File: src/integer_bilinear_upscaler_assert.svh
// Assertion macros used by the back end of the upscaler.
`ifndef INTEGER_BILINEAR_UPSCALER_ASSERT_SVH
`define INTEGER_BILINEAR_UPSCALER_ASSERT_SVH

// Same-cycle implication, sampled on clk, off while arst_n is low.
`define IBU_ASSERT_NOW(lbl, ante, cons, msg) \
	lbl: assert property (@(posedge clk) disable iff (!arst_n) (ante) |-> (cons)) \
		else $error(msg);

// Next-cycle implication, sampled on clk, off while arst_n is low.
`define IBU_ASSERT_NEXT(lbl, ante, cons, msg) \
	lbl: assert property (@(posedge clk) disable iff (!arst_n) (ante) |=> (cons)) \
		else $error(msg);

`endif

File: src/ibu_pkg.sv
// Types, constants and arithmetic helpers of the bilinear upscaler.
package ibu_pkg;

	localparam int DEF_MAX_SOURCE_WIDTH = 2048;
	localparam int DEF_MAX_SCALE = 8;
	localparam int HEIGHT_LIMIT = 2048;
	localparam int ROW_W = 11;
	localparam int COORD_W = 14;
	localparam int QUEUE_DEPTH = 2;

	localparam logic [1:0] CFG_SCALE = 2'd0;
	localparam logic [1:0] CFG_SOURCE_WIDTH = 2'd1;
	localparam logic [1:0] CFG_SOURCE_HEIGHT = 2'd2;

	localparam logic [3:0] SCALE_RESET = 4'd2;
	localparam logic [11:0] WIDTH_RESET = 12'd640;
	localparam logic [11:0] HEIGHT_RESET = 12'd480;

	typedef logic [2:0][7:0] rgb_t;

	typedef struct packed {
		logic [7:0] red_in;
		logic [7:0] green_in;
		logic [7:0] blue_in;
	} in_t;

	typedef struct packed {
		logic [COORD_W-1:0] out_x;
		logic [COORD_W-1:0] out_y;
		logic [7:0] red_out;
		logic [7:0] green_out;
		logic [7:0] blue_out;
		logic last;
	} out_t;

	// One source pixel with its 2x2 neighborhood and the corner of its output block.
	typedef struct packed {
		rgb_t ul;
		rgb_t up;
		rgb_t left;
		rgb_t cur;
		logic [COORD_W-1:0] x1;
		logic [COORD_W-1:0] y1;
		logic c0;
		logic r0;
	} job_t;

	// Rounded-up 2^16/s, exact for quotients of magnitudes up to 255.
	function automatic logic [16:0] recip(input logic [3:0] s);
		logic [16:0] r;
		begin
			unique case (s)
				4'd2: r = 17'd32768;
				4'd3: r = 17'd21846;
				4'd4: r = 17'd16384;
				4'd5: r = 17'd13108;
				4'd6: r = 17'd10923;
				4'd7: r = 17'd9363;
				4'd8: r = 17'd8192;
				default: r = 17'd65536;
			endcase
			return r;
		end
	endfunction

	// Step (b-a)/s truncated toward zero, as sign and magnitude.
	function automatic logic [8:0] div_step(input logic [7:0] a, input logic [7:0] b,
			input logic [3:0] s);
		logic neg;
		logic [7:0] m;
		logic [24:0] p;
		begin
			neg = (b < a);
			m = neg ? 8'(a - b) : 8'(b - a);
			p = 25'(m) * 25'(recip(s));
			return {neg, p[23:16]};
		end
	endfunction

	// a + f * step; the result stays between the two end points.
	function automatic logic [7:0] apply_step(input logic [7:0] a, input logic [8:0] sq,
			input logic [2:0] f);
		logic [10:0] p;
		begin
			p = 11'(f) * 11'(sq[7:0]);
			return sq[8] ? 8'(11'(a) - p) : 8'(11'(a) + p);
		end
	endfunction

endpackage

File: src/ibu_back.sv
// Back of the upscaler: output block sequencer and four-stage interpolation pipeline.
module ibu_back import ibu_pkg::*; (
	input logic clk,
	input logic arst_n,
	input logic [3:0] s,
	input job_t job,
	input logic job_valid,
	output logic job_pop,
	output out_t result,
	output logic empty,
	input logic pop
);

`include "integer_bilinear_upscaler_assert.svh"

	logic adv;
	logic issue;
	logic busy_q;
	logic [3:0] i_q;
	logic [3:0] j_q;
	logic [3:0] start_i;
	logic [3:0] start_j;
	logic [3:0] cur_i;
	logic [3:0] cur_j;
	logic is_lx;
	logic is_ly;
	logic [2:0] fx;
	logic [2:0] fy;
	logic [COORD_W-1:0] x;
	logic [COORD_W-1:0] y;

	logic v_s1, v_s2, v_s3, v_s4;
	logic [7:0] at_s1 [3];
	logic [7:0] ab_s1 [3];
	logic [8:0] qt_s1 [3];
	logic [8:0] qb_s1 [3];
	logic [2:0] fx_s1, fy_s1, fy_s2, fy_s3;
	logic [COORD_W-1:0] x_s1, x_s2, x_s3, x_s4;
	logic [COORD_W-1:0] y_s1, y_s2, y_s3, y_s4;
	logic last_s1, last_s2, last_s3, last_s4;
	logic [7:0] top_s2 [3];
	logic [7:0] bot_s2 [3];
	logic [7:0] top_s3 [3];
	logic [8:0] qv_s3 [3];
	logic [7:0] v_s4d [3];

	assign adv = !v_s4 || pop;
	assign issue = job_valid && adv;

	assign start_i = job.c0 ? s : 4'd1;
	assign start_j = job.r0 ? s : 4'd1;
	assign cur_i = busy_q ? i_q : start_i;
	assign cur_j = busy_q ? j_q : start_j;
	assign is_lx = (cur_i == s);
	assign is_ly = (cur_j == s);
	assign fx = is_lx ? 3'd0 : cur_i[2:0];
	assign fy = is_ly ? 3'd0 : cur_j[2:0];
	assign x = job.x1 - COORD_W'(s) + COORD_W'(cur_i);
	assign y = job.y1 - COORD_W'(s) + COORD_W'(cur_j);
	assign job_pop = issue && is_lx && is_ly;

	always_ff @(posedge clk or negedge arst_n) begin
		if (!arst_n) begin
			busy_q <= 1'b0;
			i_q <= '0;
			j_q <= '0;
			v_s1 <= 1'b0;
			v_s2 <= 1'b0;
			v_s3 <= 1'b0;
			v_s4 <= 1'b0;
		end else begin
			if (issue) begin
				if (is_lx) begin
					if (is_ly) begin
						busy_q <= 1'b0;
					end else begin
						busy_q <= 1'b1;
						i_q <= start_i;
						j_q <= cur_j + 1'b1;
					end
				end else begin
					busy_q <= 1'b1;
					i_q <= cur_i + 1'b1;
					j_q <= cur_j;
				end
			end
			if (adv) begin
				v_s1 <= issue;
				v_s2 <= v_s1;
				v_s3 <= v_s2;
				v_s4 <= v_s3;
			end
		end
	end

	always_ff @(posedge clk) begin
		if (adv) begin
			for (int k = 0; k < 3; k++) begin
				// Upper row is the previous source row only inside the block.
				at_s1[k] <= (fx != '0) ? ((fy != '0) ? job.ul[k] : job.left[k]) :
					((fy != '0) ? job.up[k] : job.cur[k]);
				ab_s1[k] <= (fx != '0) ? job.left[k] : job.cur[k];
				qt_s1[k] <= div_step((fy != '0) ? job.ul[k] : job.left[k],
					(fy != '0) ? job.up[k] : job.cur[k], s);
				qb_s1[k] <= div_step(job.left[k], job.cur[k], s);
				top_s2[k] <= apply_step(at_s1[k], qt_s1[k], fx_s1);
				bot_s2[k] <= apply_step(ab_s1[k], qb_s1[k], fx_s1);
				top_s3[k] <= top_s2[k];
				qv_s3[k] <= div_step(top_s2[k], bot_s2[k], s);
				v_s4d[k] <= apply_step(top_s3[k], qv_s3[k], fy_s3);
			end
			fx_s1 <= fx;
			fy_s1 <= fy;
			x_s1 <= x;
			y_s1 <= y;
			last_s1 <= is_lx && is_ly;
			fy_s2 <= fy_s1;
			x_s2 <= x_s1;
			y_s2 <= y_s1;
			last_s2 <= last_s1;
			fy_s3 <= fy_s2;
			x_s3 <= x_s2;
			y_s3 <= y_s2;
			last_s3 <= last_s2;
			x_s4 <= x_s3;
			y_s4 <= y_s3;
			last_s4 <= last_s3;
		end
	end

	assign empty = !v_s4;
	assign result = '{out_x: x_s4, out_y: y_s4, red_out: v_s4d[2], green_out: v_s4d[1],
		blue_out: v_s4d[0], last: last_s4};

	`IBU_ASSERT_NOW(a_pop_on_last, job_pop, job_valid && cur_i == s && cur_j == s,
		"job released before its last output pixel")
	`IBU_ASSERT_NOW(a_frac_below_scale, v_s1, 4'(fx_s1) < s && 4'(fy_s1) < s,
		"fraction not below the scale")
	`IBU_ASSERT_NEXT(a_stall_holds, v_s4 && !pop, v_s4 && $stable(last_s4) && $stable(x_s4),
		"pending output pixel changed under stall")
	`IBU_ASSERT_NOW(a_no_issue_stalled, issue, !v_s4 || pop,
		"pixel issued into a stalled pipeline")

endmodule

File: config.mk
export PLATFORM = sky130hd
export DESIGN_NAME = ibu_back
export DESIGN_NICKNAME = d
export VERILOG_FILES = /design/src/ibu_pkg.sv /design/src/ibu_back.sv
export VERILOG_INCLUDE_DIRS = /design/src /design/src/src
export SDC_FILE = /design/constraint.sdc
export NUM_CORES = 2
export LEC_CHECK = 0
export BUFFER_PORTS_ARGS = -buffer_cell sky130_fd_sc_hd__buf_2
export CORE_ASPECT_RATIO = 1.1
export CORE_MARGIN = 3
export CORE_UTILIZATION = 40
export CTS_BUF_LIST = sky130_fd_sc_hd__clkbuf_8
export DETAILED_ROUTE_END_ITERATION = 8
export SLEW_MARGIN = 20
export SYNTH_ARGS = -nofsm -noshare
export SYNTH_HDL_FRONTEND = slang
export SYNTH_SLANG_ARGS = --single-unit
export TNS_END_PERCENT = 1
File: constraint.sdc
create_clock -name clk -period 25.8 [get_ports clk]
set_input_delay 2.58 -clock clk [delete_from_list [all_inputs] [get_ports clk]]
set_output_delay 2.58 -clock clk [all_outputs]
set_load 0.05 [all_outputs]
== After elaboration in Yosys (flattened, before gate mapping) ==
Memories as Yosys holds them, arrays and structs flattened.
Index checks and enable logic that the tools add are counted.
Cells by class
  reduce and logical (&&, ||, !) cells: 9
  multiply operators: 18
  equal/unequal tests: 10
  magnitude comparators: 9
  muxes and demuxes: 46
  add/sub/neg operators: 42
Operator list (number)
  8-bit two-way mux: 30
  8-bit by 17-bit multiplier with 24-bit output: 9
  8-bit subtractor: 27
  17-bit case mux with 7 select lines: 1
  8-bit adder: 9
  8-bit less-than comparator: 9
  3-bit by 8-bit multiplier with 8-bit output: 9
  4-bit two-way mux: 8
  14-bit by 4-bit adder with 14-bit output: 2
  14-bit by 4-bit subtractor with 14-bit output: 2
  17-bit two-way mux: 1
  4-bit by 3-bit equality test with 1-bit output (second input constant): 4
  4-bit by 1-bit adder with 4-bit output (second input constant): 2
  4-bit by 2-bit equality test with 1-bit output (second input constant): 2
  4-bit equality test: 2
  3-bit two-way mux: 2
  3-bit nonzero test: 2
  4-bit equality test (second input constant): 1
  1-bit logical AND: 4
  1-bit two-way mux: 4
  2-bit != test (second input constant): 1
  2-bit AND reduction: 1
  1-bit logical NOT: 1
  1-bit logical OR: 1
Word-level totals
  memories: 9
  flip-flop bits (word level): 141
  memory bits (writable): 225
  bits of input ports: 134
Memory list
  qb_s1: depth 3, width 9, rd ports 3, clocked after memory_dff 0, wr ports 3, RTL line ibu_back.sv:36  | logic [8:0] qb_s1 [3];
  qt_s1: depth 3, width 9, rd ports 3, clocked after memory_dff 0, wr ports 3, RTL line ibu_back.sv:35  | logic [8:0] qt_s1 [3];
  qv_s3: depth 3, width 9, rd ports 3, clocked after memory_dff 0, wr ports 3, RTL line ibu_back.sv:44  | logic [8:0] qv_s3 [3];
  ab_s1: depth 3, width 8, rd ports 3, clocked after memory_dff 0, wr ports 3, RTL line ibu_back.sv:34  | logic [7:0] ab_s1 [3];
  at_s1: depth 3, width 8, rd ports 3, clocked after memory_dff 0, wr ports 3, RTL line ibu_back.sv:33  | logic [7:0] at_s1 [3];
  bot_s2: depth 3, width 8, rd ports 3, clocked after memory_dff 0, wr ports 3, RTL line ibu_back.sv:42  | logic [7:0] bot_s2 [3];
  3 more memories

== Logic depth before layout (Yosys ltp) ==
  depth after elaboration: 9
  depth in mapped cells: 48

== Least setup slack after synthesis ==
Ideal clock, no wire load.
  path type: input port to output port
  start point: input pop
  end point: output job_pop
  data arrival time: 13.982 ns
  cell stages on the path: 4
  setup slack: 9.238 ns
  required time: 23.220 ns
  path buffers: 1
  path through: nand2b_1 clkbuf_1 nand2_1 nor2_1
On the way
  cells in the longest elaborated chain, start to end: 4
RTL lines
  start: declaration: RTL line ibu_back.sv:11  | input logic pop
  1-bit logical OR: RTL line ibu_back.sv:47  | assign adv = !v_s4 || pop;
  1-bit logical AND: RTL line ibu_back.sv:48  | assign issue = job_valid && adv;
  1-bit logical AND (2 in a row): RTL line ibu_back.sv:60  | assign job_pop = issue && is_lx && is_ly;
  end: declaration: RTL line ibu_back.sv:8  | output logic job_pop,
Every way passes these cells.

==> metrics.md <==
| Metric | Value |
|---|---|
| Placement row count | 148 |
| Crit path time final | 13.28 ns |
| Vias in the first global route | 47,730 |
| Num CTS Buffers | 71 |
| 1st-pass router iterations | 6 |
| Post-synth cell types | 96 |
| DRC | 0 |
| # fillers | 14,570 |
| Worst-skew pair later-pin latency | 0.78 ns |
| Largest net degree at the start of global routing | 69 |
| Endpoints failing setup | 0 |
| Max Clk Rate | 0.07529 GHz |
| Port buffer count | 188 |
| Root buf cell | clkbuf_8 |
| Largest stage delay on the critical path | 0.59 ns |
| CTS Hold Buffers Added | 0 |
| Synth-to-Final Area Change | 7.942% |
| Post-Syn Area | 60,320 µm² |
| Status | finished, final reports clean |
| Post-synthesis cell count | 6,504 |
| CTS tree | built |
| Slew HR | 0.2748 |
| Total length of routed met3 wires | 12,650 µm |
| Number of vias in the routed layout | 45,760 |
| First-pass GRT wire length | 282,800 µm |
| Routed len/inst | 21.12 µm |
| EDFF count, synth | 353 |
| Hold path depth | 0 |
| Min-delay worst type | flop to flop |
| Ports | 189 |
| Most common cell after layout, fill and taps aside | inv_1 |
| Main synth FF type | edfxtp_1 |
| Max FO, Critical Path | 38 |
| WL met2 | 85,790 µm |
| Die Height | 413.3 µm |
| Register area share after synthesis | 0.1811 |
| Ys Warns | 0 |
| Crit path kind | input port to flop |
| Initial antenna violation count | 30 |
| Die area | 155,500 µm² |
| Syn Area/Cell | 9.275 µm² |
| Mapped Nets | 8,155 |
| Core area | 148,900 µm² |
| Die W | 376.3 µm |
| Slew @ Worst Pin | 1.080 ns |
| WL met1 | 74,370 µm |
| Commonest cells after routing, fill and taps aside | inv_1 (1,349), fa_1 (872), ha_1 (645), nand2_1 (599), nor2_1 (553) |
| Crit share post-route | 0.5148 |
| Vias/cell | 5.291 |
| Crit path capture type | flop |
| Maxcap violations | 0 |
| Placer Congestion | 0.9423 |
| Total wire length | 182,700 µm |
| Clock Sinks | 366 |
| Starting DRT DRC Count | 3,057 |
| Fraction of layout instances using a drive strength above 1 | 0.08369 |
| Total track usage | 0.2386 |
| Grt ovf | 0 |
| Uppermost routed layer | met5 |
| Arrival time at the worst endpoint | 13.81 ns |
| Layout Nets | 8,288 |
| Startpoint Class | input port |
| Post-CTS Resized | 0 |
| Worst Path Required | 26.33 ns |
| Max-slew violations | 0 |
| Final hold violation count | 0 |
| H-tree Lvls | 3 |
| RSZ-0062 raised after global routing | no |
| Synth Register Bits | 366 |
| Clock skew | 0.04873 ns |
| Initial Util | 0.4052 |
| Share of flip-flops with an asynchronous set or reset | 0.03552 |
| Post-CTS setup buffer count | 0 |
| Post-DP HPWL | 146,500 µm |
| Routed Antenna Nets | 0 |
| Maximum clock path buffer count | 3 |
| Crit-path slowest cell | a221oi_1 |
| Post-Route Setup TNS | 0 ns |
| FF-to-FF path depth | 40 |
| Clock-pin slew on the worst setup and hold paths | 0.06 ns |
-- cell usage after synthesis, drive strengths merged (15+ instances only) --
| library cell | count | share of area |
|---|---|---|
| a211oi | 39 | 0.0050 |
| a21boi | 15 | 0.0019 |
| a21o | 108 | 0.013 |
| a21oi | 242 | 0.020 |
| a31oi | 18 | 0.0021 |
| and2 | 61 | 0.0063 |
| and3 | 16 | 0.0017 |
| and4 | 27 | 0.0039 |
| buf | 23 | 0.0018 |
| clkbuf | 200 | 0.012 |
| edfxtp | 353 | 0.18 |
| fa | 872 | 0.29 |
| ha | 645 | 0.13 |
| inv | 1332 | 0.083 |
| mux2 | 18 | 0.0034 |
| mux2i | 97 | 0.016 |
| nand2 | 603 | 0.038 |
| nand2b | 106 | 0.011 |
| nand3 | 57 | 0.0047 |
| nand4 | 21 | 0.0022 |
| nor2 | 562 | 0.035 |
| nor2b | 53 | 0.0055 |
| nor3 | 57 | 0.0047 |
| nor3b | 23 | 0.0029 |
| nor4 | 15 | 0.0016 |
| o21a | 20 | 0.0025 |
| o21ai | 155 | 0.013 |
| o21bai | 46 | 0.0057 |
| or2 | 104 | 0.011 |
| or3 | 42 | 0.0044 |
| xnor2 | 262 | 0.038 |
| xor2 | 105 | 0.015 |
-- per-layer routing --
layer | vias to the layer above | GRT usage
met4 | 18 | 0.1084
met3 | 402 | 0.04598
met5 | - | 0
li1 | 21010 | -
met2 | 1488 | 0.3968
met1 | 22850 | 0.3008
-- worst max-delay path, delay by kind of cell --
kind                       cells  cell delay, ns
AOI/OAI and AO/OA             17            4.18
adders and majority gates      8            3.30
buffers and inverters         10            1.95
and+or+nand+nor                5            1.00
muxes                          1            0.36
xor gates and xnor gates       1            0.34
-- registers in the layout (all words and copies together) (netlist names), 24 cells and up --
| name | cells |
|---|---|
| qv_s3 | 27 |
| qb_s1 | 27 |
| v_s4d | 24 |
| qt_s1 | 27 |
| ab_s1 | 24 |
| bot_s2 | 24 |
| at_s1 | 24 |
| top_s2 | 24 |
| top_s3 | 24 |
-- worst paths after layout --
path / startpoint / to / slack [ns]
setup reg to reg: busy_q / qt_s1[0][7] / 13.86
max in group asynchronous: arst_n / v_s4 / 23.83
min in group asynchronous: arst_n / j_q[3] / 1.70
setup / recovery: s[0] / qt_s1[0][7] / 12.52
hold / removal: x_s3[9] / x_s4[9] / 0.40
hold reg to reg: x_s3[9] / x_s4[9] / 0.40
-- stage by stage --
stage | utilization | hold WS, ns | area (µm²) | std cells | setup WS, ns
6_report | 0.4373 | 0.4017 | 65110 | 8649 | 12.52
5_1_grt | 0.4373 | 0.4000 | 65110 | 8646 | 12.00
4_1_cts | 0.4372 | 0.3887 | 65090 | 8641 | 12.72
3_5_place_dp | 0.4281 | 0.4045 | 63740 | 8514 | 11.85
3_3_place_gp | 0.4280 | 0.4012 | 63720 | 8514 | 11.54
2_1_floorplan | - | 0.4003 | 60320 | 6504 | 9.238
-- area by class of cell --
| cell class | instances | area (µm²) | area share |
|---|---|---|---|
| Antenna cell | 8 | 20.02 | 0.0003074 |
| Clock buffer | 75 | 1032 | 0.01585 |
| Clock inverter | 52 | 314.1 | 0.004823 |
| Inverter | 1333 | 5004 | 0.07684 |
| Multi-Input combinational cell | 4582 | 43720 | 0.6715 |
| Sequential cell | 366 | 10930 | 0.1678 |
| Tap cell | 1950 | 2440 | 0.03747 |
| Timing Repair Buffer | 283 | 1654 | 0.02540 |
-- cells by family after synthesis --
family | synth area share
multiplexers | 0.01946
AO/OA/AOI/OAI | 0.08851
AND/OR/NAND/NOR | 0.1363
adder cells (fa/ha/maj) | 0.4233
buffers and inverters | 0.09724
XOR/XNOR | 0.05403
flip-flops | 0.1811
Power is not shown: default switching activity piles up to over one toggle a cycle in this logic, so the estimate is an artifact.
