File: src/integer_bilinear_upscaler_assert.svh
// Assertion macros used by the back end of the upscaler.
`ifndef INTEGER_BILINEAR_UPSCALER_ASSERT_SVH
`define INTEGER_BILINEAR_UPSCALER_ASSERT_SVH

// Same-cycle implication, sampled on clk, off while arst_n is low.
`define IBU_ASSERT_NOW(lbl, ante, cons, msg) \
	lbl: assert property (@(posedge clk) disable iff (!arst_n) (ante) |-> (cons)) \
		else $error(msg);

// Next-cycle implication, sampled on clk, off while arst_n is low.
`define IBU_ASSERT_NEXT(lbl, ante, cons, msg) \
	lbl: assert property (@(posedge clk) disable iff (!arst_n) (ante) |=> (cons)) \
		else $error(msg);

`endif

File: src/ibu_pkg.sv
// Types, constants and arithmetic helpers of the bilinear upscaler.
package ibu_pkg;

	localparam int DEF_MAX_SOURCE_WIDTH = 2048;
	localparam int DEF_MAX_SCALE = 8;
	localparam int HEIGHT_LIMIT = 2048;
	localparam int ROW_W = 11;
	localparam int COORD_W = 14;
	localparam int QUEUE_DEPTH = 2;

	localparam logic [1:0] CFG_SCALE = 2'd0;
	localparam logic [1:0] CFG_SOURCE_WIDTH = 2'd1;
	localparam logic [1:0] CFG_SOURCE_HEIGHT = 2'd2;

	localparam logic [3:0] SCALE_RESET = 4'd2;
	localparam logic [11:0] WIDTH_RESET = 12'd640;
	localparam logic [11:0] HEIGHT_RESET = 12'd480;

	typedef logic [2:0][7:0] rgb_t;

	typedef struct packed {
		logic [7:0] red_in;
		logic [7:0] green_in;
		logic [7:0] blue_in;
	} in_t;

	typedef struct packed {
		logic [COORD_W-1:0] out_x;
		logic [COORD_W-1:0] out_y;
		logic [7:0] red_out;
		logic [7:0] green_out;
		logic [7:0] blue_out;
		logic last;
	} out_t;

	// One source pixel with its 2x2 neighborhood and the corner of its output block.
	typedef struct packed {
		rgb_t ul;
		rgb_t up;
		rgb_t left;
		rgb_t cur;
		logic [COORD_W-1:0] x1;
		logic [COORD_W-1:0] y1;
		logic c0;
		logic r0;
	} job_t;

	// Rounded-up 2^16/s, exact for quotients of magnitudes up to 255.
	function automatic logic [16:0] recip(input logic [3:0] s);
		logic [16:0] r;
		begin
			unique case (s)
				4'd2: r = 17'd32768;
				4'd3: r = 17'd21846;
				4'd4: r = 17'd16384;
				4'd5: r = 17'd13108;
				4'd6: r = 17'd10923;
				4'd7: r = 17'd9363;
				4'd8: r = 17'd8192;
				default: r = 17'd65536;
			endcase
			return r;
		end
	endfunction

	// Step (b-a)/s truncated toward zero, as sign and magnitude.
	function automatic logic [8:0] div_step(input logic [7:0] a, input logic [7:0] b,
			input logic [3:0] s);
		logic neg;
		logic [7:0] m;
		logic [24:0] p;
		begin
			neg = (b < a);
			m = neg ? 8'(a - b) : 8'(b - a);
			p = 25'(m) * 25'(recip(s));
			return {neg, p[23:16]};
		end
	endfunction

	// a + f * step; the result stays between the two end points.
	function automatic logic [7:0] apply_step(input logic [7:0] a, input logic [8:0] sq,
			input logic [2:0] f);
		logic [10:0] p;
		begin
			p = 11'(f) * 11'(sq[7:0]);
			return sq[8] ? 8'(11'(a) - p) : 8'(11'(a) + p);
		end
	endfunction

endpackage

File: src/ibu_queue.sv
// Short job queue between the front and the back of the upscaler.
module ibu_queue import ibu_pkg::*; (
	input logic clk,
	input logic arst_n,
	input logic push,
	input job_t din,
	output logic full,
	input logic pop,
	output job_t dout,
	output logic valid
);

	localparam int PW = $clog2(QUEUE_DEPTH);

	job_t mem_q [QUEUE_DEPTH];
	logic [PW-1:0] wp_q;
	logic [PW-1:0] rp_q;
	logic [PW:0] cnt_q;
	logic do_push;
	logic do_pop;

	assign full = (cnt_q == (PW+1)'(QUEUE_DEPTH));
	assign valid = (cnt_q != '0);
	assign do_push = push && !full;
	assign do_pop = pop && valid;
	assign dout = mem_q[rp_q];

	always_ff @(posedge clk or negedge arst_n) begin
		if (!arst_n) begin
			wp_q <= '0;
			rp_q <= '0;
			cnt_q <= '0;
		end else begin
			if (do_push) begin
				wp_q <= (wp_q == PW'(QUEUE_DEPTH - 1)) ? '0 : wp_q + 1'b1;
			end
			if (do_pop) begin
				rp_q <= (rp_q == PW'(QUEUE_DEPTH - 1)) ? '0 : rp_q + 1'b1;
			end
			cnt_q <= cnt_q + (PW+1)'(do_push) - (PW+1)'(do_pop);
		end
	end

	always_ff @(posedge clk) begin
		if (do_push) begin
			mem_q[wp_q] <= din;
		end
	end

endmodule

File: config.mk
export PLATFORM = sky130hd
export DESIGN_NAME = ibu_queue
export DESIGN_NICKNAME = d
export VERILOG_FILES = /design/src/integer_bilinear_upscaler_assert.svh /design/src/ibu_pkg.sv /design/src/ibu_queue.sv
export SDC_FILE = /design/constraint.sdc
export NUM_CORES = 1
export LEC_CHECK = 0
export ABC_CLOCK_PERIOD_IN_PS = 6600
export BUFFER_PORTS_ARGS = -buffer_cell sky130_fd_sc_hd__clkbuf_2
export CAP_MARGIN = 5
export CORE_ASPECT_RATIO = 1.1
export CORE_MARGIN = 5
export CORE_UTILIZATION = 42
export CTS_BUF_LIST = sky130_fd_sc_hd__clkbuf_2
export DETAILED_ROUTE_END_ITERATION = 8
export PLACE_DENSITY = 0.72
export SLEW_MARGIN = 20
export SYNTH_ARGS = -nofsm -noshare
export SYNTH_HDL_FRONTEND = slang
export SYNTH_SLANG_ARGS = --single-unit
File: constraint.sdc
create_clock -name clk -period 6.6 [get_ports clk]
set_input_delay 0.99 -clock clk [delete_from_list [all_inputs] [get_ports clk]]
set_output_delay 0.99 -clock clk [all_outputs]
set_load 0.01 [all_outputs]
======== Word level (Yosys, flattened, before mapping) ========
Memories as Yosys holds them, arrays and structs flattened.
Cells that the tools add are included.
Widths: inputs -> output; s select.
storage, ports and cells
  memories kept ........................... 1
  word-level logic and storage cells ...... 17
  input bits .............................. 130
  RAM bits ................................ 252
  register bits after elaboration ......... 4
  output and inout bits ................... 128
cells by class
  multiplexer cells ....................... 4
  reductions and logical operators ........ 4
  add/subtract/negate cells ............... 4
  eq/ne operators ......................... 1
memory list
  memory  words  width  rd ports  clocked after Yosys merged registers in  write ports  RTL line         text
  mem_q   2      126    1         0                                        1            ibu_queue.sv:15  job_t mem_q [QUEUE_DEPTH];
operators with widths
  cell                 number
  $mux 1               4
  $add 1x1->1 const B  2
  $add 2x1->2          1
  $eq 2x2->1 const B   1
  $logic_and 1x1->1    2
  $reduce_bool 2->1    1
  $sub 2x1->2          1
  $logic_not 1->1      1

======== Depth between registers and ports, before layout ========
Gate-level depths: netlist (run 1).
  depth after elaboration ................. 5
  gate-level depth with buffers ........... 7
  depth with buffers taken out ............ 7

======== Least setup slack after synthesis (run 1) ========
Ideal clock, no wire load.
  path kind ............................... in2reg
  from .................................... in push
  to ...................................... mem mem_q[0][0] in the netlist's numbering, enable pin
  required time ........................... 5.988 ns
  buffers on the path ..................... 0
  data arrival time ....................... 6.320 ns
  cell stages on the path ................. 2
  path slack .............................. -0.333 ns
  library setup time ...................... 0.612 ns
  path through ............................ nand2_1 nor2_1
on the way
  cells in the longest elaborated chain, start to end .. 3
ends and longest elaborated chain
  element                       RTL line         text
  from (decl)                   ibu_queue.sv:5   input logic push,
  $logic_and 1x1->1             ibu_queue.sv:24  assign do_push = push && !full;
  $mux 1                        ibu_queue.sv:45  if (do_push) begin
  $mux 1 (not written as such)  ibu_queue.sv:46  mem_q[wp_q] <= din;
  to (decl)                     ibu_queue.sv:15
Every way passes these cells.

==> results of run 1 <==
placed cells by master, fill, tap and decap left out, types with 2 or more instances in the layout:
cell type / n
sky130_fd_sc_hd__edfxtp_1: 252
sky130_fd_sc_hd__inv_1: 2
sky130_fd_sc_hd__dfrtp_1: 3
sky130_fd_sc_hd__mux2_4: 30
sky130_fd_sc_hd__clkbuf_2: 338
sky130_fd_sc_hd__clkinv_1: 5
sky130_fd_sc_hd__clkinv_2: 3
sky130_fd_sc_hd__buf_4: 5
sky130_fd_sc_hd__xnor2_1: 3
sky130_fd_sc_hd__ha_1: 2
sky130_fd_sc_hd__mux2_2: 96
sequential cells by signal (all words and copies together) (netlist names):
signal / flops
wp_q: 1
cnt_q: 2
mem_q: 252
rp_q: 1
area by class of cell:
type	count	area share, %
Inverter	2	0.0655
Timing Repair Buffer	263	11.6
Clock inverter	9	0.328
Multi-Input combinational cell	138	14.3
Tap cell	295	3.22
Clock buffer	81	3.54
Sequential cell	256	66.9
power by group:
| group | switching (W) | internal [W] | total, W |
|---|---|---|---|
| combinational | 0.000838 | 0.000708 | 0.00155 |
| clock | 0.000540 | 0.000323 | 0.000863 |
| sequential | 0.0000932 | 0.00223 | 0.00232 |
kinds of logic after synthesis:
group | share of synthesized area (%)
DFF | 81.6
muxes | 16.3
buffers and inverters | 1.16
and+or+nand+nor | 0.346
xor gates and xnor gates | 0.373
adders and majority gates | 0.266
metrics by stage:
stage	setup slack, ns	total power (W)	instances	util, %	hold WS (ns)
detailed placement	3.46	0.00394	953	50.0	0.483
floorplan	1.79	0.00340	410	-	0.460
finish	2.88	0.00473	1044	52.0	0.395
global placement	3.53	0.00390	953	50.0	0.478
CTS	2.72	0.00483	1044	52.0	0.256
global route	2.63	0.00503	1044	52.0	0.243
layer usage:
metal,up-vias,global-route usage [%],wire length [µm]
met1,2383,15.1,6730
met3,30,5.79,1670
met2,205,23.4,9070
met4,2,4.69,298
li1,2279,-,-
met5,-,0,20
path summary, 6_finish.rpt:
| check | endpoint | slack, ns | depth (start not counted) |
|---|---|---|---|
| max reg2reg | mem_q[1][91]$_DFFE_PP_ | 4.04 | 3 |
| min reg2reg | cnt_q[1]$_DFF_PN0_ | 0.50 | 1 |
| min | mem_q[1][100]$_DFFE_PP_ | 0.40 | 1 |
| max | dout[108] | 2.88 | 3 |
| min in group asynchronous | cnt_q[0]$_DFF_PN0_ | 0.54 | 2 |
| max in group asynchronous | rp_q$_DFFE_PN0P_ | 5.91 | 2 |
worst max-delay path, delay by kind of cell (launching register included):
kind / cells / cell delay [ns]
buffers and inverters: 2 / 0.88
DFF: 1 / 0.54
muxes: 1 / 0.44
repair_timing:
action | 4_1_cts | 5_1_grt
hold buffers | 1 | 0
setup buffers | 0 | 0
endpoints found under the hold margin | 4 | 0
gates resized for setup | 0 | 0
==> run_results.csv, run 1 <==
group,metric,value,unit
detailed_routing,drc,0,
detailed_routing,drt-pass1-iter-count,4,
final_layout,register_area,7670,µm²
clock_tree,worst_skew_pair.late_latency,0.77,ns
die,fp.coreArea,22000,µm²
timing,setup-violations-final,0,
synth,async_reset_ff_share,1.56,%
synth,synthesis.area_per_instance,22.9,µm²
synth,postSynthCellCount,410,
status,outcome,"completed",
setup_path,timing.critical_path.slowest_cell_delay,0.75,ns
min_path,min_from,"din[100]",
setup_path,start_point_of_the_critical_path,"rp_q$_DFFE_PN0P_",
die,initial_core_utilization,42.7,%
synth,yosysUniqueCellTypes,16,
global_routing,grt_start_max_net_pins,75,
placed_design,post_dp_cell_area,11000,µm²
timing,finalSetupTns,0,ns
timing,timing_hold_violations_final,0,
timing,rsz_0062_raised_after_global_routing,"no",
placed_design,port-buffer-count,257,
detailed_routing,dr_total_vias,4899,
detailed_routing,antenna_left,0,
clock_tree,cts_max_level,2,
placed_design,finalWeightedCongestion,0.732,
synth,synthMostInstantiatedCell,"sky130_fd_sc_hd__edfxtp_1",
setup_path,data_required_time_of_the_worst_path,5.61,ns
final_layout,fin_area,11500,µm²
setup_path,crit_chain,"buf_4, mux2_2, clkbuf_2",
synth,netlist_top_cells_area,"sky130_fd_sc_hd__edfxtp_1, sky130_fd_sc_hd__mux2_2, sky130_fd_sc_hd__mux2_4",
final_layout,design.final.nets,854,
timing,min_period,3.72,ns
timing,max_slew.worst_pin.slew,1.02,ns
clock_tree,cts_made_buffers,61,
die,pin_count,258,
die,die-height,167,µm
synth,seq_area_frac_synth,81.6,%
min_path,min_path_type,"in2reg",
die,dieArea,25500,µm²
detailed_routing,route.final.wire_length,17.8,mm
timing,maxSlewViolCount,0,
global_routing,wire_length_of_the_first_global_routing_pass,27.7,mm
setup_path,critical-path-slowest-cell,"sky130_fd_sc_hd__buf_4",
detailed_routing,post_drt_via_cell_ratio,4.69,
synth,synth.yosys.warnings,0,
power_and_ir_drop,power.static_leakage,4.52,nW
final_layout,areaGrowthSynthToFinish,21.9,%
timing,slew_headroom,31.9,%
power_and_ir_drop,power.density,412,nW/µm²
synth,synth_enable_flop_cells,252,
clock_tree,deepest_clock_path_buffer_count,3,
timing,worst_clock_skew,0.0207,ns
synth,postSynth.topFlopCell,"sky130_fd_sc_hd__edfxtp_1",
setup_path,path_class,"reg2out",
final_layout,num-fill-cells,1815,
timing,post_route_clock_period_utilization,56.4,%
die,placementRows,57,
die,dieWidth,153,µm
synth,post_synth_instance_area,9400,µm²
synth,syn-num-nets,542,
power_and_ir_drop,vdd.ir_drop.worst,0.276,mV
final_layout,n_antenna_cell,0,
synth,synth_top_area_share,80.5,%
synth,postSynthRegisterBits,256,
final_layout,multi_input_area,1640,µm²
global_routing,grt.overflow.total,0,
clock_tree,clkSinkCount,256,
synth,synth_top_cells_by_count,"sky130_fd_sc_hd__edfxtp_1, sky130_fd_sc_hd__mux2_2, sky130_fd_sc_hd__mux2_4",
setup_path,crit_path_start_kind,"flip-flop",
synth,netlist.top_cell.by_area,"sky130_fd_sc_hd__edfxtp_1",
clock_tree,clkSlewWorstSetupHoldPaths,0.11,ns
clock_tree,tritoncts,"built",
timing,fmax,268,MHz
setup_path,rr_startpoint,"cnt_q[1]$_DFF_PN0_",
global_routing,grt_pass1_vias,5510,
setup_path,critical_path.endpoint_type,"primary output",
detailed_routing,drt_first_iter_violations,180,
setup_path,worst-path-max-fanout,66,
final_layout,drive_above_1_share,63.7,%
flow_run,cap_violations,0,
clock_tree,clock_tree.root_cell,"sky130_fd_sc_hd__clkbuf_2",
detailed_routing,wl_per_cell,17.0,µm
global_routing,antenna_found_initial,1,
placed_design,place_hpwl,12.1,mm
global_routing,globalRouteTotalUtil,13.5,%
setup_path,crit_arrival,2.73,ns
Note: power is estimated with default switching activity, not from simulation.
==> inputs of run 2 (changes only) <==
- ABC_CLOCK_PERIOD_IN_PS: 6600 -> 3120
- clock period: 6.6 -> 3.12 ns (I/O delays scaled with it)
==> run 2 against run 1 <==
Compared with the run above: flip-flop and latch count stayed put; final cell count is 14% higher; clock skew grew 0.0044 ns; global-route usage is 2.1 points higher; cell area grew 13%; core utilization rose by 6.7 points; power is 120% higher; sequential power increased by 110%; via count up 13%; die area stayed put; clock power increased by 140%; worst setup slack lost 2.4 ns; critical path type unchanged; largest cell class unchanged.
==> run_results.csv, run 2 (synthesis gave the netlist of run 1 again) <==
group,metric,value,unit
flow_run,cap_violations,0,
timing,worst_clock_skew,0.0250,ns
final_layout,commonest_non_fill_non_tap_cell_in_the_layout,"sky130_fd_sc_hd__clkbuf_2",
timing,max_slew.worst_pin.slew,0.643,ns
global_routing,grt.overflow.total,0,
die,die-height,167,µm
power_and_ir_drop,seq_power_share,46.3,%
power_and_ir_drop,total_switching_power,0.00330,W
die,fp.coreArea,22000,µm²
clock_tree,tritoncts,"built",
detailed_routing,drc,0,
global_routing,grt_pass1_vias,6224,
clock_tree,worst_skew_pair.late_latency,0.76,ns
global_routing,wire_length_of_the_first_global_routing_pass,32.3,mm
placed_design,port-buffer-count,257,
setup_path,reg2reg_slack,1.19,ns
global_routing,globalRouteTotalUtil,15.6,%
min_path,min_from,"din[36]",
die,placementRows,57,
global_routing,antenna_found_initial,1,
global_routing,grt_start_max_net_pins,72,
min_path,min_path_type,"in2reg",
setup_path,start_point_of_the_critical_path,"rp_q$_DFFE_PN0P_",
clock_tree,clock_tree.root_cell,"sky130_fd_sc_hd__clkbuf_2",
timing,setup-violations-final,0,
detailed_routing,drt-pass1-iter-count,4,
placed_design,place_hpwl,12.4,mm
final_layout,fin_area,12900,µm²
detailed_routing,route.final.wire_length,20.4,mm
final_layout,layout_top_registers,"mem_q (252), cnt_q (2)",
clock_tree,clkSlewWorstSetupHoldPaths,0.12,ns
setup_path,worst_setup_path_endpoint,"dout[25]",
detailed_routing,antenna_left,0,
detailed_routing,wl_per_cell,17.1,µm
detailed_routing,drt_first_iter_violations,238,
detailed_routing,dr_total_vias,5532,
timing,finalSetupTns,0,ns
setup_path,crit_arrival,2.18,ns
final_layout,design.final.nets,983,
setup_path,critical_path.endpoint_type,"primary output",
clock_tree,clkSinkCount,256,
setup_path,rr_worst_depth,3,
final_layout,layout.cells.most_common_list,"sky130_fd_sc_hd__clkbuf_2, sky130_fd_sc_hd__edfxtp_1, sky130_fd_sc_hd__dlygate4sd3_1",
final_layout,drive_above_1_share,54.5,%
timing,timing_hold_violations_final,0,
timing,min_period,2.64,ns
die,initial_core_utilization,42.7,%
setup_path,data_required_time_of_the_worst_path,2.65,ns
clock_tree,cts_setup_buffers,0,
clock_tree,cts_made_buffers,60,
power_and_ir_drop,switching_power_as_a_share_of_total_power,31.3,%
setup_path,crit_path_start_kind,"flip-flop",
timing,fmax,378,MHz
die,dieArea,25500,µm²
clock_tree,cts_max_level,2,
setup_path,path_class,"reg2out",
die,dieWidth,153,µm
die,pin_count,258,
final_layout,areaGrowthSynthToFinish,37.6,%
final_layout,largest_reg_flops,252,
final_layout,regMostFlops,"mem_q",
placed_design,post_dp_cell_area,11100,µm²
placed_design,finalWeightedCongestion,0.761,
setup_path,rr_startpoint,"cnt_q[1]$_DFF_PN0_",
timing,rsz_0062_raised_after_global_routing,"no",
detailed_routing,post_drt_via_cell_ratio,4.64,
power_and_ir_drop,power.static_leakage,5.15,nW
final_layout,num-fill-cells,1665,
power_and_ir_drop,vdd.ir_drop.worst,0.517,mV
power_and_ir_drop,cell_internal_power_dissipation,0.00723,W
power_and_ir_drop,power_frac_clock,19.9,%
clock_tree,deepest_clock_path_buffer_count,3,
setup_path,critical_path.reg2reg.endpoint,"mem_q[1][86]$_DFFE_PP_",
power_and_ir_drop,power.density,814,nW/µm²
timing,post_route_clock_period_utilization,84.7,%
power_and_ir_drop,combinationalPowerShare,33.8,%
timing,slew_headroom,57.1,%
timing,maxSlewViolCount,0,
setup_path,worst-path-max-fanout,71,
status,outcome,"completed",
## run 2: cell types whose count changed in the layout (fill, tap and decap cells not counted), sizes merged
| cell | previous run | this run |
|---|---|---|
| dlygate4sd3 | 1 | 130 |
| clkbuf | 338 | 349 |
| clkinv | 8 | 12 |
| buf | 5 | 6 |
| bufinv | 0 | 1 |
| diode | 0 | 1 |
| inv | 3 | 4 |
## run 2: worst min-delay path by stage
| stage | end | slack [ns] | depth (start not counted) |
|---|---|---|---|
| 2_1_floorplan | cnt_q[0]$_DFF_PN0_ | 0.17 | 0 |
| 3_3_place_gp | wp_q$_DFFE_PN0P_ | 0.28 | 1 |
| 3_5_place_dp | cnt_q[1]$_DFF_PN0_ | 0.29 | 1 |
| 4_1_cts | mem_q[0][108]$_DFFE_PP_ | 0.28 | 2 |
| 5_1_grt | mem_q[0][72]$_DFFE_PP_ | 0.29 | 2 |
| 6_report | mem_q[1][36]$_DFFE_PP_ | 0.42 | 2 |
## run 2: power groups by stage
stage               Clock, W  Combinational [W]  Sequential (W)
global placement           0            0.00341         0.00491
finish               0.00210            0.00356         0.00487
global route         0.00239            0.00382         0.00493
CTS                  0.00219            0.00362         0.00488
floorplan                  0            0.00221         0.00493
detailed placement         0            0.00348         0.00496
## run 2: stage by stage
stage	total power (W)	cells	hold slack [ns]	utilization, %	setup slack (ns)
3_5_place_dp	0.00844	954	0.287	50.3	1.20
6_report	0.0105	1192	0.417	58.7	0.476
3_3_place_gp	0.00832	954	0.279	50.3	1.26
5_1_grt	0.0111	1192	0.295	58.7	0.331
4_1_cts	0.0107	1191	0.281	58.7	0.353
2_1_floorplan	0.00714	410	0.172	-	0.212
## run 2: layout make-up
cell class                      count  area [µm²]  area share [%]
Sequential cell                   256        7670            59.3
Multi-Input combinational cell    138        1640            12.6
Clock inverter                     15        82.6           0.638
Inverter                            2        7.51          0.0580
Tap cell                          295         369            2.85
Antenna cell                        1        2.50          0.0193
Timing Repair Buffer              393        2710            20.9
Clock buffer                       92         460            3.56
## run 2: worst max-delay path: stages, from the launching register on
cell and delay [ns]:
sky130_fd_sc_hd__dfrtp_4 0.46, sky130_fd_sc_hd__buf_12 0.33, sky130_fd_sc_hd__mux2_2 0.41, sky130_fd_sc_hd__clkbuf_2 0.14
## run 2: timing repair
action,in CTS,in global routing
gates resized for setup,0,0
hold buffers,130,0
hold endpoints to repair,258,0
## run 2: metal layers
layer  part of all wire [%]  wire length [µm]  global-route usage [%]  vias to the layer above
met5                      0                 0                       0                        -
met1                     38              7690                    17.5                     2678
li1                       -                 -                       -                     2556
met4                    2.6               522                    6.08                        0
met2                     53             10800                    27.8                      240
met3                    6.9              1410                    5.01                       58
==> inputs of run 3 (changes only) <==
- ABC_CLOCK_PERIOD_IN_PS: 3120 -> 2200
- clock period: 3.12 -> 2.2 ns (I/O delays scaled with it)
==> run 3 against run 2 <==
Compared with the run above: the flow now finishes with violations (negative setup slack); non-clock buffer count up 21; flip-flop and latch count unchanged; global-route usage up 0.91 points; clock-buffer cell count down 4; critical path type unchanged.
==> run_results.csv, run 3 (synthesis gave the netlist of run 1 again) <==
group,metric,value,unit
final_layout,fin_area,13500,µm²
die,die-height,167,µm
setup_path,rr_startpoint,"cnt_q[1]$_DFF_PN0_",
power_and_ir_drop,cell_internal_power_dissipation,0.0111,W
power_and_ir_drop,power.density,1190,nW/µm²
global_routing,grt.overflow.total,0,
detailed_routing,dr_total_vias,5612,
die,pin_count,258,
status,outcome,"finished with violations",
power_and_ir_drop,power_frac_clock,17.0,%
global_routing,globalRouteTotalUtil,16.5,%
detailed_routing,post_drt_via_cell_ratio,4.65,
clock_tree,tritoncts,"built",
flow_run,cap_violations,0,
timing,whs,0.295,ns
power_and_ir_drop,power.static_leakage,5.38,nW
min_path,min_path_type,"in2reg",
detailed_routing,drt_first_iter_violations,199,
timing,slew_headroom,61.7,%
final_layout,regMostFlops,"mem_q",
final_layout,areaGrowthSynthToFinish,43.4,%
placed_design,place_hpwl,12.7,mm
final_layout,n_antenna_cell,0,
timing,worst_clock_skew,0.0365,ns
setup_path,crit_buf_inv,3,
timing,min_period,2.41,ns
setup_path,data_required_time_of_the_worst_path,1.87,ns
detailed_routing,wl_per_cell,18.7,µm
detailed_routing,antenna_left,0,
power_and_ir_drop,vdd.ir_drop.worst,0.570,mV
timing,rsz_0062_raised_after_global_routing,"yes",
timing,timing_hold_violations_final,0,
global_routing,antenna_found_initial,0,
timing,fmax,415,MHz
clock_tree,cts_max_level,2,
detailed_routing,drt-pass1-iter-count,4,
final_layout,layout_top_registers,"mem_q (252), cnt_q (2)",
setup_path,timing.critical_path.slowest_cell_delay,0.50,ns
clock_tree,clkSlewWorstSetupHoldPaths,0.11,ns
timing,finalSetupTns,-21.26,ns
detailed_routing,drc,0,
timing,post_route_clock_period_utilization,109,%
final_layout,largest_reg_flops,252,
clock_tree,deepest_clock_path_buffer_count,3,
setup_path,worst-path-max-fanout,5,
placed_design,port-buffer-count,257,
timing,maxSlewViolCount,0,
placed_design,post_dp_cell_area,11100,µm²
setup_path,worst_path_dominant_cell_family,"flip-flops",
final_layout,commonest_non_fill_non_tap_cell_in_the_layout,"sky130_fd_sc_hd__clkbuf_2",
timing,setup-violations-final,126,
timing,fin_ws,-0.208,ns
timing,max_slew.worst_pin.slew,0.574,ns
final_layout,num-fill-cells,1539,
placed_design,finalWeightedCongestion,0.735,
die,fp.coreArea,22000,µm²
setup_path,start_point_of_the_critical_path,"rp_q$_DFFE_PN0P_",
global_routing,grt_pass1_vias,6315,
setup_path,crit_chain,"buf_8, clkbuf_16, mux2_2, clkbuf_2",
clock_tree,cts_made_buffers,57,
final_layout,layout.cells.most_common_list,"sky130_fd_sc_hd__clkbuf_2, sky130_fd_sc_hd__edfxtp_1, sky130_fd_sc_hd__dlygate4sd3_1",
clock_tree,clock_tree.root_cell,"sky130_fd_sc_hd__clkbuf_2",
final_layout,design.final.nets,1001,
clock_tree,worst_skew_pair.late_latency,0.75,ns
clock_tree,clkSinkCount,256,
global_routing,grt_start_max_net_pins,91,
final_layout,drive_above_1_share,55.4,%
power_and_ir_drop,switching_power_as_a_share_of_total_power,31.2,%
placed_design,place_ws,0.365,ns
min_path,min_from,"din[56]",
setup_path,critical-path-slowest-cell,"sky130_fd_sc_hd__dfrtp_4",
power_and_ir_drop,seq_power_share,43.2,%
status,violated_checks,"negative setup slack",
power_and_ir_drop,total_switching_power,0.00502,W
die,placementRows,57,
power_and_ir_drop,combinationalPowerShare,39.8,%
power_and_ir_drop,finalPower,0.0161,W
die,dieArea,25500,µm²
global_routing,wire_length_of_the_first_global_routing_pass,33.5,mm
setup_path,path_class,"reg2out",
setup_path,crit_path_start_kind,"flip-flop",
die,dieWidth,153,µm
setup_path,critical_path.endpoint_type,"primary output",
setup_path,crit_arrival,2.08,ns
die,initial_core_utilization,42.7,%
detailed_routing,route.final.wire_length,22.6,mm
==> run 3: power groups by stage <==
stage / registers [W] / clock network (W) / logic [W]
finish: 0.00695 / 0.00273 / 0.00640
floorplan: 0.00699 / 0 / 0.00314
global placement: 0.00704 / 0 / 0.00481
global route: 0.00703 / 0.00315 / 0.00677
CTS: 0.00694 / 0.00285 / 0.00597
detailed placement: 0.00712 / 0 / 0.00490
==> run 3: metal layers <==
metal	track usage (%)	vias up	part of all wire, %
met3	5.09	40	6.5
met1	18.0	2743	37
met4	5.62	0	2.2
met2	30.5	241	54
li1	-	2588	-
met5	0	-	0
==> run 3: cell type report <==
| type | instances | area, µm² | share of cell area, % |
|---|---|---|---|
| clock inverters | 14 | 53.8 | 0.399 |
| repair buffers | 414 | 3290 | 24.4 |
| well taps | 295 | 369 | 2.74 |
| flip-flops and latches | 256 | 7670 | 56.9 |
| clock buffers | 88 | 440 | 3.27 |
| multi-input cells | 138 | 1650 | 12.2 |
| inverters | 2 | 7.51 | 0.0557 |
==> run 3: worst paths after layout <==
kind                            slack, ns  depth (start not counted)                      to
worst max-delay path                -0.21                          4                 dout[1]
worst min-delay path                 0.29                          2  mem_q[1][56]$_DFFE_PP_
worst max register to register       0.32                          7      cnt_q[1]$_DFF_PN0_
worst min register to register       0.51                          1      cnt_q[1]$_DFF_PN0_
max in group asynchronous            1.53                          3        rp_q$_DFFE_PN0P_
min in group asynchronous            0.47                          3      cnt_q[0]$_DFF_PN0_
==> run 3: worst register-to-register path, stage by stage, from the launching register on <==
cell	delay [ns]
sky130_fd_sc_hd__dfrtp_1	0.41
sky130_fd_sc_hd__or2_2	0.33
sky130_fd_sc_hd__and2_1	0.21
sky130_fd_sc_hd__ha_1	0.30
sky130_fd_sc_hd__inv_1	0.05
sky130_fd_sc_hd__ha_1	0.18
sky130_fd_sc_hd__xnor2_1	0.19
sky130_fd_sc_hd__xnor2_1	0.14
==> run 3: per-stage QoR <==
step	cells	utilization, %
6_report	1207	61.1
5_1_grt	1207	61.1
4_1_cts	1204	60.0
3_5_place_dp	956	50.4
3_3_place_gp	956	50.4
2_1_floorplan	410	-
==> run 3: timing repair <==
action                                  CTS  global route
resized for setup                        15            61
cloned                                    7             3
setup buffers                            10             0
hold buffers                            130             0
hold endpoints to repair                258             0
endpoints found under the setup margin  126           126
